### config.mk
export PLATFORM = sky130hd
export DESIGN_NAME = pta_gone_cell
export DESIGN_NICKNAME = d
export VERILOG_FILES = /design/src/hw/rtl/pta_pkg.sv /design/src/hw/rtl/pta_gone_cell.sv
export SDC_FILE = /design/constraint.sdc
export NUM_CORES = 1
export LEC_CHECK = 0
export BUFFER_PORTS_ARGS = -buffer_cell sky130_fd_sc_hd__buf_2
export CAP_MARGIN = 5
export CELL_PAD_IN_SITES_DETAIL_PLACEMENT = 0
export CELL_PAD_IN_SITES_GLOBAL_PLACEMENT = 1
export CORE_ASPECT_RATIO = 0.75
export CORE_MARGIN = 2
export CORE_UTILIZATION = 32
export DETAILED_ROUTE_END_ITERATION = 16
export PLACE_DENSITY_LB_ADDON = 0.1
export SKIP_LAST_GASP = 1
export SLEW_MARGIN = 0
export SYNTH_ARGS = -nofsm -noshare
export SYNTH_HDL_FRONTEND = slang
export SYNTH_SLANG_ARGS = --single-unit
### constraint.sdc
create_clock -name clk -period 4.8 [get_ports clk]
set_input_delay 0.24 -clock clk [delete_from_list [all_inputs] [get_ports clk]]
set_output_delay 0.24 -clock clk [all_outputs]
set_load 0.05 [all_outputs]
### src/hw/rtl/pta_pkg.sv
// Shared types and constants for the peer table with aging.
`default_nettype none
package pta_pkg;

  localparam int MAC_W   = 48;
  localparam int POWER_W = 16;
  localparam int PRIO_W  = 8;
  localparam int TIME_W  = 32;
  localparam int TOTAL_W = 20;
  localparam int COUNT_W = 5;

  // table sizes; counts in out_t are sized for these
  localparam int PEER_DEPTH = 16;
  localparam int GONE_DEPTH = 16;
  localparam int MAX_REPORT = 8;

  localparam logic [TOTAL_W-1:0] POWER_MAX = 20'hFFFFF;
  localparam logic [TIME_W-1:0]  STALE_RESET = 32'd6000;

  // register byte addresses
  localparam logic [2:0] ADDR_STALE = 3'd0;

  localparam logic [1:0] OP_UPDATE = 2'd0;
  localparam logic [1:0] OP_PURGE  = 2'd1;
  localparam logic [1:0] OP_LIST   = 2'd2;

  localparam logic [1:0] KIND_ACK     = 2'd0;
  localparam logic [1:0] KIND_REMOVED = 2'd1;
  localparam logic [1:0] KIND_GONE    = 2'd2;
  localparam logic [1:0] KIND_END     = 2'd3;

  typedef struct packed {
    logic [1:0]         op;
    logic [MAC_W-1:0]   peer_mac;
    logic [POWER_W-1:0] peer_power;
    logic [PRIO_W-1:0]  peer_priority;
    logic [TIME_W-1:0]  now_ms;
  } in_t;

  typedef struct packed {
    logic [1:0]         kind;
    logic [MAC_W-1:0]   entry_mac;
    logic [PRIO_W-1:0]  entry_priority;
    logic [TOTAL_W-1:0] total_power;
    logic [COUNT_W-1:0] live_count;
    logic [COUNT_W-1:0] departed_count;
    logic               dropped;
    logic               last;
  } out_t;

  typedef struct packed {
    logic [MAC_W-1:0]   mac;
    logic [POWER_W-1:0] power;
    logic [PRIO_W-1:0]  prio;
    logic [TIME_W-1:0]  seen;
  } live_ent_t;

  typedef struct packed {
    logic [MAC_W-1:0]  mac;
    logic [PRIO_W-1:0] prio;
  } gone_ent_t;

endpackage
`default_nettype wire

### src/hw/rtl/pta_gone_cell.sv
// One departed-list slot: holds MAC and priority, matches its MAC.
`default_nettype none
module pta_gone_cell (
  input  wire logic                      clk,
  input  wire logic                      load,
  input  wire pta_pkg::gone_ent_t        load_ent,
  input  wire logic                      shift,
  input  wire pta_pkg::gone_ent_t        upper_ent,
  input  wire logic [pta_pkg::MAC_W-1:0] key,
  output pta_pkg::gone_ent_t             ent,
  output logic                           match
);
  import pta_pkg::*;

  always_ff @(posedge clk) begin
    if (load) begin
      ent <= load_ent;
    end else if (shift) begin
      ent <= upper_ent;
    end
  end

  assign match = ent.mac == key;

endmodule
`default_nettype wire
; Word level (Yosys, flattened, before mapping)
; Cells that the tools add are included.
[totals]
regBits = 56
latch_bits = 0
ramBits = 0
mem_bits_ro = 0
inputBits = 163
output_inout_bits = 57
wordCells = 6
mem_count = 0
[classes]
addsub = 0
multipliers = 0
div = 0
magnitude_cmp = 0
n_eq_ne = 1
n_shift = 0
mux = 2
n_bitwise = 0
n_reduce_logical = 1
[op_table]
columns = operator, n
row1 = 56-bit 2-to-1 mux, 2
row2 = 48-bit == test, 1
row3 = 2-bit nonzero test, 1

; Longest topological paths before layout
; Gate-level depths: netlist (run 1).
[logic_depth]
depth_word = 2
depth_mapped = 4
ltp_nobuf = 4

; Least setup slack after synthesis (run 1)
; Ideal clock, no wire load.
[synth_timing]
kind = reg-to-output
startpoint = register ent[40] (netlist name)
endpoint = output match
t_arrival_ns = 1.918
required_ns = 4.560
setup_slack_ns = 2.642
stages_incl_launch_ff = 5
n_path_buf = 0
cell_sequence = edfxtp_1 > xor2_1 > nor4_1 > nand4_1 > nor3_2
[synth_between]
elab_chain_cells = 1
[synth_rtl]
columns = element, line
row1 = from (decl), pta_gone_cell.sv:10  ; output pta_pkg::gone_ent_t ent,
row2 = from (signal assigned), pta_gone_cell.sv:17  ; ent <= load_ent;
row3 = from (signal assigned), pta_gone_cell.sv:19  ; ent <= upper_ent;
row4 = 48-bit == test, pta_gone_cell.sv:23  ; assign match = ent.mac == key;
row5 = to (decl), pta_gone_cell.sv:11  ; output logic match
; No other way between the ends.

; Worst setup path after layout (run 1)
[layout_timing]
startpoint = register ent[31] (netlist name)
endpoint = output match
; The elaborated chain is that of the path after synthesis.

==> flow_metrics.env, run 1 <==
export IMPL_crit_fanout=2
export IMPL_synth_seq_cells=56
export IMPL_drive_above_1_share_pct=69.95
export IMPL_port_buffers=219
export IMPL_grtUsageMet1_pct=18.38
export IMPL_die_area_mm2=0.009783
export IMPL_place_congestion=0.7263
export IMPL_post_route_period_util_pct=46.51
export IMPL_arrival_ns=1.99
export IMPL_nNetsFinal=568
export IMPL_routed_wl_um=8039
export IMPL_peakVddDrop_uv=143.1
export IMPL_largest_reg_flops=56
export IMPL_cp_slowest_cell="edfxtp_1"
export IMPL_syn_inst=183
export IMPL_min_path_cells=2
export IMPL_clkSinkCount=56
export IMPL_fin_setup_tns_ns=0
export IMPL_criticalPathCategory="flip-flop to primary output"
export IMPL_outcome="completed"
export IMPL_post_route_util_pct=49.13
export IMPL_hold_end="ent[49]"
export IMPL_whs_ns=0.2503
export IMPL_die_h_um=86.16
export IMPL_antennaDiodeCount=0
export IMPL_antenna_found_initial=0
export IMPL_path_buf_inv=1
export IMPL_grt_max_degree=41
export IMPL_required_ns=4.56
export IMPL_startpoint_type="flip-flop"
export IMPL_place_area_mm2=0.004089
export IMPL_vias=2295
export IMPL_slowest_delay_ns=0.44
export IMPL_clk_pin_slew_worst_paths_ns=0.07
export IMPL_timing_final_crit_period_ns=2.232
export IMPL_fmax_mhz=448.0
export IMPL_use_met3_pct=6.502
export IMPL_avgRoutedWirePerCell_um=15.64
export IMPL_tightest_slew_ns=0.7176
export IMPL_min_from="load_ent[49]"
export IMPL_syn_cell_area_mm2=0.002880
export IMPL_rows=29
export IMPL_area_growth_pct=46.70
export IMPL_p_comb_share_pct=29.9
export IMPL_io_pins=220
export IMPL_synth_yosys_seq_area_share_pct=58.38
export IMPL_slew_headroom_pct=52.16
export IMPL_post_cts_resized=0
export IMPL_top_regs="ent (56)"
export IMPL_drt_pass1_iterations=2
export IMPL_p_per_area_mw_per_mm2=332.9
export IMPL_cts_buffers=5
export IMPL_synth_fp_nets=346
export IMPL_maxCapViolCount=0
export IMPL_first_iter_violations=31
export IMPL_die_w_um=113.6
export IMPL_synth_cell_types=9
export IMPL_overflow=0
export IMPL_dp_final_hpwl_um=6554
export IMPL_grt_pass1_wl_um=12160
export IMPL_drtAntennaViolNets=0
export IMPL_cts_root_buffer="clkbuf_16"
export IMPL_finalSetupViolations=0
export IMPL_start_util_pct=33.49
export IMPL_coreArea_mm2=0.008600
export IMPL_p_sw_uw=468.8
export IMPL_internal_power_uw=937.7
export IMPL_power_leakage_uw=0.001942
export IMPL_cts_tree="built"
export IMPL_cp_end_kind="primary output"
export IMPL_path_delay_family="simple AND/OR/NAND/NOR gates"
export IMPL_slew_viol_final=0
export IMPL_hold_class="input port to flip-flop"
export IMPL_rsz0062_at_grt="false"
export IMPL_pwr_share_clk_pct=24.9
export IMPL_cts_max_level=2
export IMPL_grt_pass1_vias=2520
export IMPL_holdBufCountCts=0
export IMPL_yosysWarningCount=0
export IMPL_switching_share_pct=33.33
export IMPL_drcViolationCount=0
export IMPL_avgViaCountPerCell=4.465
export IMPL_clock_path_buffers=2
export IMPL_post_cts_buffers=0
export IMPL_grt_busiest_layer="met2"
export IMPL_grt_use_total_pct=16.11
export IMPL_fin_area_mm2=0.004225
export IMPL_hold_viol_final=0
export IMPL_top_register="ent"
export IMPL_use_met2_pct=28.52
export IMPL_syn_avg_cell_area_um2=15.74
export IMPL_crit_chain="xor2_1 > nor4_1 > nand4_1 > nor3_2 > buf_2"
export IMPL_p_seq_share_pct=45.2
==> metrics by stage <==
step / setup slack (ns) / cells / total power (uW)
after floorplan: 2.642 / 183 / 929.6
after global placement: 2.600 / 506 / 1069
after detailed placement: 2.549 / 506 / 1071
after CTS: 2.560 / 514 / 1420
after global routing: 2.433 / 514 / 1468
final: 2.568 / 514 / 1406
==> final cells by class <==
class	count	area [um^2]
tap	108	135.1
timing repair buffer	221	1111
fill	826	4374
multi-input combinational	121	1161
sequential	56	1682
clock buffer	7	132.6
clock inverter	1	3.754
==> worst max path at each step <==
stage          startpoint      end  depth (start not counted)
5_1_grt           ent[11]    match                          5
3_3_place_gp         load  ent[24]                          3
3_5_place_dp         load  ent[24]                          3
6_report          ent[31]    match                          5
4_1_cts           ent[11]    match                          5
2_1_floorplan     ent[40]    match                          4
==> cells in the final DEF (no fill, tap or decap) <==
cell type and instances:
or2_2 1, clkinv_1 1, clkbuf_1 2, mux2_2 56, buf_4 2, xor2_1 48
nor3_2 1, buf_2 219, nand4_1 3, clkbuf_16 5, edfxtp_1 56, nor4_1 12
==> layer usage <==
metal  share of wire (%)  routed length (um)
met3                  11                 875
met1                  40                3184
met5                   0                   0
met2                  49                3930
met4                0.61                  49
==> power groups by stage <==
stage	Clock [uW]	Combinational [uW]	Sequential [uW]
after detailed placement	0	424	647
final	350	420	636
after floorplan	0	96.0	834
after global placement	0	422	647
after global routing	378	447	643
after CTS	358	426	637
==> logic make-up (layout without fill, tap and decap cells) <==
family        count (synthesis)  in the layout  synth area share [%]
buf+inv                       6            229                 1.303
mux                          56             56                 21.89
flops                        56             56                 58.38
xor+xnor                     48             48                 14.60
simple gates                 17             17                 3.823
==> synthesized netlist by cell type <==
library cell	n	share of area, %
mux2_2	56	22
buf_2	3	0.52
buf_4	3	0.78
nand4_1	3	0.65
or2_2	1	0.22
nor3_2	1	0.35
nor4_1	12	2.6
xor2_1	48	15
edfxtp_1	56	58
Note: power is estimated with default switching activity, not from simulation.
==> inputs of run 2 (changes only) <==
--- a/config.mk
+++ b/config.mk
@@ -11,7 +11,7 @@
 export CELL_PAD_IN_SITES_GLOBAL_PLACEMENT = 1
 export CORE_ASPECT_RATIO = 0.75
 export CORE_MARGIN = 2
-export CORE_UTILIZATION = 32
+export CORE_UTILIZATION = 30
 export DETAILED_ROUTE_END_ITERATION = 16
 export PLACE_DENSITY_LB_ADDON = 0.1
 export SKIP_LAST_GASP = 1
==> constraint.sdc (replaced) <==
create_clock -name clk -period 2.3 [get_ports clk]
set_input_delay 0.115 -clock clk [delete_from_list [all_inputs] [get_ports clk]]
set_output_delay 0.115 -clock clk [all_outputs]
set_load 0.05 [all_outputs]
==> run 2 against run 1 <==
  * First-iteration DRC count grew to 2.8 times the previous value
  * Clock power grew 120%
  * Combinational power grew 110%
  * Non-clock buffer count rose by 2
  * Hold slack lost 0.13 ns
  * Critical path depth did not move
  * Die area increased by 6.4%
==> flow_metrics.env, run 2 (synthesized netlist as in run 1, its figures left out) <==
export IMPL_rows=30
export IMPL_port_buffers=219
export IMPL_finalSetupViolations=0
export IMPL_p_per_area_mw_per_mm2=694.8
export IMPL_cts_tree="built"
export IMPL_timing_final_crit_period_ns=2.078
export IMPL_drive_above_1_share_pct=70.59
export IMPL_post_cts_resized=0
export IMPL_start_util_pct=31.32
export IMPL_cts_root_buffer="clkbuf_16"
export IMPL_largest_reg_flops=56
export IMPL_antennaDiodeCount=0
export IMPL_layout_common_cells="buf_2 (219), mux2_2 (56), edfxtp_1 (56)"
export IMPL_whs_ns=0.1167
export IMPL_clkSinkCount=56
export IMPL_place_area_mm2=0.004129
export IMPL_tightest_slew_ns=0.4646
export IMPL_criticalPathCategory="flip-flop to primary output"
export IMPL_post_route_period_util_pct=90.34
export IMPL_hold_class="input port to flip-flop"
export IMPL_grt_pass1_vias=2227
export IMPL_coreArea_mm2=0.009196
export IMPL_rsz0062_at_grt="false"
export IMPL_clock_path_buffers=2
export IMPL_overflow=0
export IMPL_maxCapViolCount=0
export IMPL_slew_viol_final=0
export IMPL_fin_area_mm2=0.004273
export IMPL_post_route_util_pct=46.46
export IMPL_clk_pin_slew_worst_paths_ns=0.07
export IMPL_power_leakage_uw=0.001949
export IMPL_fmax_mhz=481.3
export IMPL_area_growth_pct=48.35
export IMPL_outcome="completed"
export IMPL_place_congestion=0.7011
export IMPL_fin_cells=536
export IMPL_nNetsFinal=570
export IMPL_final_common_cell="buf_2"
export IMPL_required_ns=2.18
export IMPL_crit_fanout=2
export IMPL_startpoint_type="flip-flop"
export IMPL_vias=2290
export IMPL_dp_final_hpwl_um=6541
export IMPL_avgRoutedWirePerCell_um=14.84
export IMPL_grt_use_total_pct=14.55
export IMPL_routed_wl_um=7955
export IMPL_die_area_mm2=0.01041
export IMPL_slew_headroom_pct=68.74
export IMPL_io_pins=220
export IMPL_dp_cells=528
export IMPL_grt_pass1_wl_um=11150
export IMPL_avgViaCountPerCell=4.272
export IMPL_peakVddDrop_uv=281.8
export IMPL_arrival_ns=1.96
export IMPL_first_iter_violations=86
export IMPL_top_register="ent"
export IMPL_top_regs="ent (56)"
export IMPL_cts_max_level=2
export IMPL_holdBufCountCts=0
export IMPL_cts_buffers=5
export IMPL_die_h_um=88.86
export IMPL_hold_viol_final=0
export IMPL_post_cts_buffers=0
export IMPL_fin_setup_tns_ns=0
export IMPL_antenna_found_initial=0
export IMPL_drtAntennaViolNets=0
export IMPL_drcViolationCount=0
export IMPL_die_w_um=117.1
export IMPL_cp_end_kind="primary output"
export IMPL_drt_pass1_iterations=4
export IMPL_grt_max_degree=33
[run 2: per-layer routing]
metal  wire (um)  global-route usage [%]
met5           0                       0
met4         133                   4.278
met3         711                   4.863
met2        4023                   25.55
met1        3086                   17.02
[run 2: cell type report]
cell class | instances | area (um^2)
clock inverter | 3 | 18.77
fill | 900 | 4923
sequential | 56 | 1682
tap | 128 | 160.2
timing repair buffer | 223 | 1126
multi-input combinational | 121 | 1161
clock buffer | 5 | 125.1
[run 2: metrics by stage]
| step | power [uW] | setup slack, ns |
|---|---|---|
| after global placement | 2231 | 0.5307 |
| final | 2969 | 0.2223 |
| after floorplan | 1940 | 0.2674 |
| after global routing | 3112 | 0.1005 |
| after CTS | 3009 | 0.1298 |
| after detailed placement | 2241 | 0.4590 |
[run 2: path summary, 6_finish.rpt]
path,startpoint,to,slack [ns],depth (start not counted)
worst min-delay path,load_ent[39],ent[39],0.12,2
worst max-delay path,ent[11],match,0.22,5
[run 2: critical path: stages (launching register included)]
cell,delay [ns]
edfxtp_1,0.40
xor2_1,0.16
nor4_1,0.40
nand4_1,0.24
nor3_2,0.18
buf_2,0.28
[run 2: report_power, final]
group / internal (uW) / leakage [uW] / switching [uW] / total [uW]
logic: 299 / 0.00132 / 586 / 885
registers: 1260 / 0.000571 / 62.3 / 1320
clock network: 401 / 0.0000635 / 364 / 765
