`config.mk`:
```
export PLATFORM = sky130hd
export DESIGN_NAME = pta_live_cell
export DESIGN_NICKNAME = d
export VERILOG_FILES = /design/src/hw/rtl/pta_pkg.sv /design/src/hw/rtl/pta_live_cell.sv
export SDC_FILE = /design/constraint.sdc
export NUM_CORES = 1
export LEC_CHECK = 0
export BUFFER_PORTS_ARGS = -buffer_cell sky130_fd_sc_hd__buf_2
export CORE_AREA = 8 8 159 161
export DETAILED_ROUTE_END_ITERATION = 16
export DIE_AREA = 0 0 167 169
export PLACE_DENSITY_LB_ADDON = 0.05
export RECOVER_POWER = 25
export SETUP_SLACK_MARGIN = 0.5
export SLEW_MARGIN = 20
export SYNTH_ARGS = -nofsm -noshare
export SYNTH_HDL_FRONTEND = slang
export SYNTH_SLANG_ARGS = --single-unit
```
`constraint.sdc`:
```
create_clock -name clk -period 6.2 [get_ports clk]
set_clock_uncertainty 0.05 [all_clocks]
set_input_delay 1.24 -clock clk [delete_from_list [all_inputs] [get_ports clk]]
set_output_delay 1.24 -clock clk [all_outputs]
set_load 0.01 [all_outputs]
```
`src/hw/rtl/pta_pkg.sv`:
```
// Shared types and constants for the peer table with aging.
`default_nettype none
package pta_pkg;

  localparam int MAC_W   = 48;
  localparam int POWER_W = 16;
  localparam int PRIO_W  = 8;
  localparam int TIME_W  = 32;
  localparam int TOTAL_W = 20;
  localparam int COUNT_W = 5;

  // table sizes; counts in out_t are sized for these
  localparam int PEER_DEPTH = 16;
  localparam int GONE_DEPTH = 16;
  localparam int MAX_REPORT = 8;

  localparam logic [TOTAL_W-1:0] POWER_MAX = 20'hFFFFF;
  localparam logic [TIME_W-1:0]  STALE_RESET = 32'd6000;

  // register byte addresses
  localparam logic [2:0] ADDR_STALE = 3'd0;

  localparam logic [1:0] OP_UPDATE = 2'd0;
  localparam logic [1:0] OP_PURGE  = 2'd1;
  localparam logic [1:0] OP_LIST   = 2'd2;

  localparam logic [1:0] KIND_ACK     = 2'd0;
  localparam logic [1:0] KIND_REMOVED = 2'd1;
  localparam logic [1:0] KIND_GONE    = 2'd2;
  localparam logic [1:0] KIND_END     = 2'd3;

  typedef struct packed {
    logic [1:0]         op;
    logic [MAC_W-1:0]   peer_mac;
    logic [POWER_W-1:0] peer_power;
    logic [PRIO_W-1:0]  peer_priority;
    logic [TIME_W-1:0]  now_ms;
  } in_t;

  typedef struct packed {
    logic [1:0]         kind;
    logic [MAC_W-1:0]   entry_mac;
    logic [PRIO_W-1:0]  entry_priority;
    logic [TOTAL_W-1:0] total_power;
    logic [COUNT_W-1:0] live_count;
    logic [COUNT_W-1:0] departed_count;
    logic               dropped;
    logic               last;
  } out_t;

  typedef struct packed {
    logic [MAC_W-1:0]   mac;
    logic [POWER_W-1:0] power;
    logic [PRIO_W-1:0]  prio;
    logic [TIME_W-1:0]  seen;
  } live_ent_t;

  typedef struct packed {
    logic [MAC_W-1:0]  mac;
    logic [PRIO_W-1:0] prio;
  } gone_ent_t;

endpackage
`default_nettype wire

```
`src/hw/rtl/pta_live_cell.sv`:
```
// One table slot: holds a peer, matches its MAC and flags it stale.
`default_nettype none
module pta_live_cell (
  input  wire logic                       clk,
  input  wire logic                       load,
  input  wire pta_pkg::live_ent_t         load_ent,
  input  wire logic                       shift,
  input  wire pta_pkg::live_ent_t         upper_ent,
  input  wire logic [pta_pkg::MAC_W-1:0]  key,
  input  wire logic [pta_pkg::TIME_W-1:0] now_ms,
  input  wire logic [pta_pkg::TIME_W-1:0] limit,
  output pta_pkg::live_ent_t              ent,
  output logic                            match,
  output logic                            stale
);
  import pta_pkg::*;

  logic [TIME_W-1:0] age;

  always_ff @(posedge clk) begin
    if (load) begin
      ent <= load_ent;
    end else if (shift) begin
      ent <= upper_ent;
    end
  end

  // wrapping age
  assign age   = now_ms - ent.seen;
  assign stale = age > limit;
  assign match = ent.mac == key;

endmodule
`default_nettype wire

```
Yosys cells after proc, flatten, opt, wreduce, memory -nomap -nowiden. Cells that the tools add are included.

Bits in registers: 104. Input port bits: 323. Logic and storage cells: 10.

Add/subtract/negate cells: 1. Magnitude comparators: 1. Eq/ne operators: 1. Multiplexer cells: 2. Reductions and logical operators: 1.

Operators with widths (number): 104-bit two-way mux (2); 48-bit == test (1); 32-bit > comparator (1); 32-bit subtractor (1); 2-bit nonzero test (1).

Longest topological paths before layout. Gate-level depths: netlist of the first run.

Depth in word-level cells: 2. Mapped depth: 19. Mapped depth without buffers: 19.

Least setup slack after synthesis of the first run. OpenSTA, ideal clock, no wires.

Path type: in2out. From: input port now_ms[2] in the netlist's numbering. To: output port stale. Arrival: 4.264 ns. Path slack: 0.646 ns. Stages on the path: 16. Path buffers: 0. Cell sequence: ha_1 > o211ai_1 > a21oi_2 > o31a_4 > a211o_2 > a21oi_1 > o21ai_0 > xor2_1 > ha_1 > a21o_1 > a21o_1 > a21oi_1 > o21ai_0 > a221oi_1 > or2_2 > a31oi_1.

Cells in the longest elaborated chain, start to end: 2.

Ends and longest elaborated chain: start: declaration (line pta_live_cell.sv:10) `input wire logic [pta_pkg::TIME_W-1:0] now_ms,`; 32-bit subtractor (line pta_live_cell.sv:29) `assign age = now_ms - ent.seen;`; 32-bit > comparator (line pta_live_cell.sv:30) `assign stale = age > limit;`; end: declaration (line pta_live_cell.sv:14) `output logic stale`.

No other way between the ends.

Worst setup path after layout of the first run. Same ends and word-level chain as after synthesis.

==> reports/results.ini, run 1 <==
[worst_setup_path]
crit_family = compound AO/OA/AOI/OAI gates
start_kind = input port
critPathCaptureType = output pin
cp.required_ps = 4910
path_cells = buf_2, ha_4, o211ai_1, a21oi_4, o31a_4, a211oi_4, o311a_4, buf_6, o21ai_2, xnor2_1, ha_1, a21o_1, a21o_1, a221oi_2, or2_4, a31oi_1, buf_2
worstSetupPathType = input port to output pin
crit_buf_inv = 3
crit_fanout = 3
crit_slowest_cell = a211oi_4
arrival_ps = 4450
worst_path_largest_cell_delay_ps = 350

[hold_path]
hold_depth = 2
min_path_type = input port to flip-flop
min_to = ent[2]
hold_start = upper_ent[2]

[placed_design]
placed_cells = 1379
dp_hpwl_um = 24700
io_buffers = 428
place.gp.congestion = 0.872

[yosys]
yosysWarnings = 0
synth_nets = 1057
netlist-cell-type-count = 52
synth.top_cells.by_count = 104 x edfxtp_1, 104 x mux2_2, 72 x inv_1, 63 x ha_1, 56 x xor2_1
ys.flop_type = edfxtp_1
avgSynthCellArea_um2 = 11.2
synth_top_area_share_pct = 41.6
synth_top_area_cell = edfxtp_1
ys_ff_latch = 104
async_reset_ff_share_pct = 0
ys_seq_area_share_pct = 41.6
yosys-top-cells-area = edfxtp_1 42%, mux2_2 16%, ha_1 11%
syn_inst = 670
synth-edff-count = 104
syn_area_um2 = 7500

[clocking]
cts_num_sinks = 104
cts_buffer_depth = 2
cts_hold_buf = 0
numCtsBuffers = 9
clk_pin_slew_ps = 80
cts-root-buf = clkbuf_16
cts_tree = built
htree_levels = 3

[final_layout]
reg_top3 = ent: 104 flops
fill_cells = 2277
seq_area_um2 = 3120
stdcell_count = 1414
nets = 1502
largest-register = ent
largest_reg_flops = 104
final_layout_size_suffix_gt1_share_pct = 51.2
multiInputGateArea_um2 = 4380
syn_to_final_growth_pct = 42.8

[die]
io_pins = 429
dieHeight_um = 169
placementRows = 56
die_area_um2 = 28200
start_util_pct = 32.7
core_um2 = 22900
die_x_um = 167

[grt]
antenna_found_initial = 12
grtUsageTotal_pct = 20.0
overflow = 0
grt_max_degree = 71
grt_pass1_vias = 7328
grt_pass1_wl_um = 42900

[sta]
fin_crit_sh_pct = 92.5
timing.fmax_ghz = 0.174
finalSetupViolCount = 0
rsz0062_at_grt = yes
layout_min_cycle_time_ps = 5740
drv_slew = 37
worstMarginPinSlew_ps = 2180
slew_headroom_pct = -45.5
hold_ws_ps = 1130
hold_viol = 0

[route]
routed_via_density = 4.80
drc = 0
vias = 6792
drtAntennaViolNets = 0
routed_wl_um = 29700
dr.pass1.iters = 4
wl_per_cell_um = 21.0
drtIter0Drc = 275

[outcome]
status = finished with violations
violations = max-capacitance violations, max-slew violations

[flow_run]
drv_cap = 1

[power]
power_leakage_nw = 5.01
powerDensity_nw_per_um2 = 232
vdd_ir_drop_max_uv = 174

==> logic make-up (layout without fill, tap and decap cells) <==
| kind of cell | after synthesis | count (layout) | synth area share [%] |
|---|---|---|---|
| XOR/XNOR | 76 | 76 | 8.87 |
| other | 0 | 4 | 0 |
| adder cells (fa/ha/maj) | 64 | 64 | 10.8 |
| AND/OR/NAND/NOR | 114 | 114 | 7.97 |
| flip-flops | 104 | 104 | 41.6 |
| AO/OA/AOI/OAI | 119 | 119 | 10.7 |
| multiplexers | 104 | 104 | 15.6 |
| buffers and inverters | 89 | 539 | 4.45 |
==> layout by cell type, fill, tap and decap left out, drive strengths merged, types with 2 or more instances in the layout <==
cell type and n:
or2 3, nand2 17, buf 406, mux2 104
diode 4, nor2b 5, o22ai 2, clkinv 4
o21ai 18, clkbuf 54, a211oi 4, a21oi 41
o41ai 2, inv 74, o21bai 3, nor3b 2
ha 63, nor3 6, xnor2 20, nand4 14
nand3 15, or3 2, a31oi 3, xor2 56
and3 3, o31ai 3, a221oi 2, nand2b 7
a211o 3, nor4 15, o211ai 2, edfxtp 104
o21a 5, a21o 21, nor2 22
==> worst max-delay path by stage <==
stage                     startpoint    end  slack (ps)  cells after the start
after CTS                  now_ms[2]  stale         500                     18
after detailed placement   now_ms[0]  stale         -50                     20
after global placement     now_ms[0]  stale          60                     20
final                      now_ms[2]  stale         460                     17
after floorplan            now_ms[2]  stale         650                     16
after global routing       now_ms[2]  stale         310                     17
==> layer usage <==
| metal | vias up | part of all wire (%) | GRT usage (%) |
|---|---|---|---|
| met4 | 16 | 1.2 | 5.33 |
| met5 | - | 0.35 | 0 |
| met3 | 36 | 6.7 | 6.52 |
| met1 | 3186 | 38 | 21.3 |
| li1 | 3352 | - | - |
| met2 | 202 | 54 | 37.4 |
==> final cells by class <==
type | instances | area share [%]
tap | 290 | 3.39
antenna | 4 | 0.0934
clock inverter | 7 | 0.736
inverter | 72 | 2.52
sequential | 104 | 29.2
timing repair buffer | 451 | 21.1
multi-input combinational | 477 | 40.9
clock buffer | 9 | 2.10
==> through the flow <==
| stage | cell area [µm²] | util, % | setup TNS, ps | setup slack (ps) | total power (W) |
|---|---|---|---|---|---|
| after detailed placement | 10000 | 43.7 | -47.4 | -47.4 | 0.00180 |
| after global placement | 10000 | 43.7 | 0 | 55.3 | 0.00180 |
| after global routing | 10700 | 46.8 | 0 | 314 | 0.00262 |
| after CTS | 10700 | 46.7 | 0 | 505 | 0.00249 |
| after floorplan | 7500 | - | 0 | 646 | 0.00145 |
| final | 10700 | 46.8 | 0 | 462 | 0.00248 |
==> where the power goes <==
group	total (W)	leakage [nW]	internal, W	switching (W)
Sequential	0.000916	1.06	0.000866	0.0000499
Clock	0.000605	0.151	0.000319	0.000286
Combinational	0.000960	3.80	0.000458	0.000502
Total	0.00248	5.01	0.00164	0.000837
==> what timing repair did <==
| action | 4_1_cts | 5_1_grt |
|---|---|---|
| setup endpoints to repair | 1 | 1 |
| gates resized for setup | 51 | 13 |
| setup buffers | 14 | 1 |
| pin swaps | 42 | 12 |
Power figures use the tool's default switching activity.
==> inputs of run 2 (changes only) <==
- CAP_MARGIN: default -> 20
- SETUP_SLACK_MARGIN: 0.5 -> default
==> reports/results.ini, run 2 (same netlist as run 1, synthesis figures left out) <==
[worst_setup_path]
crit_top_cell = buf_2
arrival_ps = 4670  ; +220 ps
crit_family = compound AO/OA/AOI/OAI gates
critPathCaptureType = output pin
worstSetupPathType = input port to output pin
worst_path_largest_cell_delay_ps = 420  ; +70 ps
crit_fanout = 6  ; +3
start_kind = input port
crit_slowest_cell = o311a_4
path_cells = buf_2, ha_2, o211ai_1, a21oi_2, o31a_4, a211oi_4, o311a_4, or3_1, a211o_1, ha_1, nand4_1, nand2b_1, nor3_4, inv_1, nor4_2, a31oi_1, buf_2
cp.required_ps = 4910  ; about the same
crit_buf_inv = 3  ; unchanged

[final_layout]
largest-register = ent
nets = 1488  ; -0.93%
final_layout_size_suffix_gt1_share_pct = 47.1  ; -4.1 points
syn_to_final_growth_pct = 37.5
fill_cells = 2304  ; +1.2%
largest_reg_flops = 104  ; unchanged
most-common-layout-cells = 383 x buf_2, 104 x edfxtp_1, 95 x mux2_2
seq_area_um2 = 3120  ; unchanged
final_design_area_no_fill_um2 = 10300  ; -3.7%
reg_top3 = ent: 104 flops
final_core_utilization_pct = 45.0  ; -1.7 points
multiInputGateArea_um2 = 4100  ; -6.5%
final_common_cell = buf_2

[sta]
slew_headroom_pct = -45.8  ; -0.35 points
timing.fmax_ghz = 0.168  ; -3.8%
layout_min_cycle_time_ps = 5960  ; +225 ps
fin_crit_sh_pct = 96.2  ; +3.6 points
hold_viol = 0  ; unchanged
worstMarginPinSlew_ps = 2190  ; +5.27 ps
finalSetupViolCount = 0  ; unchanged
drv_slew = 37  ; unchanged

[placed_design]
place.gp.congestion = 0.872  ; unchanged
dp_hpwl_um = 24700  ; unchanged
io_buffers = 428  ; unchanged
dpl_cell_area_um2 = 10000  ; unchanged

[clocking]
cts_num_sinks = 104  ; unchanged
clk_pin_slew_ps = 80  ; about the same
htree_levels = 3  ; unchanged
cts-root-buf = clkbuf_16
cts_tree = built
numCtsBuffers = 9  ; unchanged
cts_buffer_depth = 2  ; unchanged

[die]
die_area_um2 = 28200  ; unchanged
placementRows = 56  ; unchanged
start_util_pct = 32.7  ; unchanged
io_pins = 429  ; unchanged
core_um2 = 22900  ; unchanged
die_x_um = 167  ; unchanged
dieHeight_um = 169  ; unchanged

[route]
drtAntennaViolNets = 0  ; unchanged
wl_met2_um = 15500  ; -2.9%
wl_met3_um = 2020  ; +1.3%
vias = 6739  ; -0.78%
drtIter0Drc = 276  ; +0.36%
routed_wl_um = 29100  ; -2.3%
drc = 0  ; unchanged
wl_per_cell_um = 20.8  ; -1.3%
wl_met1_um = 11100  ; -2.2%
routed_via_density = 4.81  ; +0.21%
highest_layer = met5
dr.pass1.iters = 4  ; unchanged

[outcome]
violations = max-capacitance violations, max-slew violations
status = finished with violations

[power]
power_leakage_nw = 4.90  ; -2.3%
total_power_w = 0.00238  ; -4.0%
powerDensity_nw_per_um2 = 231  ; -0.39%
vdd_ir_drop_max_uv = 175  ; +0.31%

[grt]
grt_max_degree = 71  ; unchanged
overflow = 0  ; unchanged
grtUsageTotal_pct = 19.6  ; -0.42 points
antenna_found_initial = 12  ; unchanged
grt_pass1_wl_um = 41900  ; -2.3%
grt_pass1_vias = 7131  ; -2.7%

[flow_run]
drv_cap = 1  ; unchanged

[hold_path]
min_path_type = input port to flip-flop

==> run 2: cell types whose count changed in the layout (fill, tap and decap cells not counted), moves of 3 or more <==
cell,before,now
buf_4,22,9
ha_2,6,1
ha_4,8,0
a21oi_1,32,38
a21oi_2,7,3
ha_1,49,62
o21ai_0,14,17
==> run 2: layout make-up <==
cell class	instances	area share [%]
Clock buffer	9	2.18
Tap cell	290	3.52
Multi-Input combinational cell	477	39.7
Clock inverter	7	0.764
Timing Repair Buffer	437	20.9
Inverter	72	2.62
Sequential cell	104	30.3
Antenna cell	4	0.0970
==> run 2: final timing paths <==
check,start,end,slack [ps],depth (start not counted)
hold / removal,upper_ent[88],ent[88],1130,2
setup / recovery,now_ms[2],stale,240,17
==> run 2: routing by layer <==
layer / vias to the layer above / GRT usage, %
li1: 3330 / -
met1: 3135 / 21.0
met2: 219 / 36.4
met3: 39 / 6.50
met4: 16 / 5.17
met5: - / 0
==> run 2: power by group <==
group	switching (W)	internal, W
clock	0.000287	0.000319
combinational	0.000458	0.000402
sequential	0.0000493	0.000866
total	0.000794	0.00159
==> run 2: per-stage QoR <==
step	std cells	hold WS, ps	setup TNS (ps)	setup WS (ps)
floorplan	670	1410	0	646
global placement	1379	1490	0	55.3
detailed placement	1379	1490	-47.4	-47.4
CTS	1395	1120	0	57.2
global route	1400	1120	-10.7	-10.7
finish	1400	1130	0	238
==> run 2: what timing repair did <==
item	CTS	global route
pin swaps	0	2
endpoints found under the setup margin	1	1
setup buffers	0	1
hold buffers	0	0
gates resized for setup	1	9
==> inputs of run 3 (changes only) <==
- GPL_TIMING_DRIVEN: default -> 0
==> reports/results.ini, run 3 (same netlist as run 1, synthesis figures left out) <==
[clocking]
cts_num_sinks = 104  ; unchanged
cts_setup_buffers = 0  ; unchanged
cts-root-buf = clkbuf_16
clk_pin_slew_ps = 90  ; about the same
cts_hold_buf = 0  ; unchanged
cts_tree = built
htree_levels = 3  ; unchanged
numCtsBuffers = 9  ; unchanged
cts_buffer_depth = 2  ; unchanged

[sta]
setup_slack_ps = 186  ; -51.8 ps
timing.fmax_ghz = 0.166  ; -0.86%
rsz0062_at_grt = no
finalSetupViolCount = 0  ; unchanged
worstMarginPinSlew_ps = 830  ; -1360 ps
drv_slew = 0  ; -100%
slew_headroom_pct = 44.7  ; +91 points
fin_crit_sh_pct = 97.0  ; +0.84 points
hold_viol = 0  ; unchanged
layout_min_cycle_time_ps = 6010  ; +51.8 ps

[worst_setup_path]
crit_buf_inv = 3  ; unchanged
crit_fanout = 6  ; unchanged
crit_top_cell = buf_2
crit_slowest_cell = o311a_4
worstSetupPathType = input port to output pin
worst_path_largest_cell_delay_ps = 420  ; about the same
path_cells = buf_2, ha_2, o211ai_1, a21oi_2, o31a_4, a211oi_4, o311a_4, or3_1, a211o_1, ha_1, nand4_1, nand2b_4, nor3_4, inv_1, nor4_4, a31oi_1, buf_2
arrival_ps = 4720  ; +50 ps
critPathCaptureType = output pin
crit_family = compound AO/OA/AOI/OAI gates
cp.required_ps = 4910  ; about the same
start_kind = input port

[final_layout]
final_layout_size_suffix_gt1_share_pct = 44.6  ; -2.5 points
largest_reg_flops = 104  ; unchanged
largest-register = ent
final_common_cell = buf_2
nets = 1495  ; +0.47%
final_core_utilization_pct = 45.4  ; +0.33 points
syn_to_final_growth_pct = 38.6
reg_top3 = ent: 104 flops
most-common-layout-cells = 349 x buf_2, 104 x mux2_2, 104 x edfxtp_1

[die]
core_um2 = 22900  ; unchanged
dieHeight_um = 169  ; unchanged
start_util_pct = 32.7  ; unchanged
die_x_um = 167  ; unchanged
io_pins = 429  ; unchanged
placementRows = 56  ; unchanged
die_area_um2 = 28200  ; unchanged

[outcome]
status = finished clean

[hold_path]
min_to = ent[34]
min_path_type = input port to flip-flop
hold_start = load_ent[34]
hold_depth = 2  ; unchanged

[route]
wl_per_cell_um = 21.0  ; +1.2%
dr.pass1.iters = 4  ; unchanged
routed_via_density = 4.80  ; -0.38%
drc = 0  ; unchanged
drtIter0Drc = 304  ; +10%
vias = 6742  ; +0.045%
routed_wl_um = 29500  ; +1.6%
drtAntennaViolNets = 0  ; unchanged

[power]
vdd_ir_drop_max_uv = 133  ; -24%
power_leakage_nw = 4.84  ; -1.2%
powerDensity_nw_per_um2 = 232  ; +0.48%

[grt]
grt_max_degree = 52  ; -27%
overflow = 0  ; unchanged
grt_pass1_vias = 7156  ; +0.35%
grt_pass1_wl_um = 42300  ; +1.1%
antenna_found_initial = 13  ; +1
grtUsageTotal_pct = 20.0  ; +0.43 points

[placed_design]
io_buffers = 427  ; -0.23%
dp_hpwl_um = 25500  ; +3.1%
dp_slack_ps = -438  ; -391 ps
place.gp.congestion = 0.812  ; -6.9%

[flow_run]
drv_cap = 0  ; -1

## run 3: what timing repair did
item,CTS,global route
resized for setup,9,10
pin swaps,2,1
endpoints found under the setup margin,1,1
cloned,0,0
## run 3: through the flow
stage          cells  hold WS (ps)  setup TNS [ps]  instance area [µm²]  total power, W
6_report        1406          1110               0                10400         0.00241
5_1_grt         1406          1090               0                10400         0.00256
4_1_cts         1405          1110               0                10400         0.00244
3_5_place_dp    1389          1490            -438                10100         0.00179
3_3_place_gp    1387          1490            -403                10000         0.00179
2_1_floorplan    670          1410               0                 7500         0.00145
## run 3: area by class of cell
cell class              instances  area (µm²)
clock buffers                   9         225
plain buffers                  15        56.3
flip-flops and latches        104        3120
repair buffers                429        2090
fillers                      2313       12500
well taps                     290         363
clock inverters                 7         108
diodes                          3        7.51
inverters                      72         270
multi-input cells             477        4150
## run 3: power breakdown
part	switching (W)	internal, W
Sequential	0.0000495	0.000866
Clock	0.000309	0.000330
Combinational	0.000461	0.000395
## run 3: metal layers
layer	vias to the layer above	global-route usage, %	part of all wire (%)
li1	3353	-	-
met1	3069	21.5	38
met2	253	36.6	52
met3	47	6.64	7.5
met4	20	6.50	2.0
met5	-	0	0.41
## run 3: worst max-delay path by stage
stage / start / end / slack (ps) / cells past startpoint
final: now_ms[2] / stale / 190 / 17
after global routing: now_ms[8] / stale / 7 / 17
after CTS: now_ms[2] / stale / 20 / 18
after detailed placement: now_ms[0] / stale / -440 / 20
after global placement: now_ms[0] / stale / -400 / 20
after floorplan: now_ms[2] / stale / 650 / 16
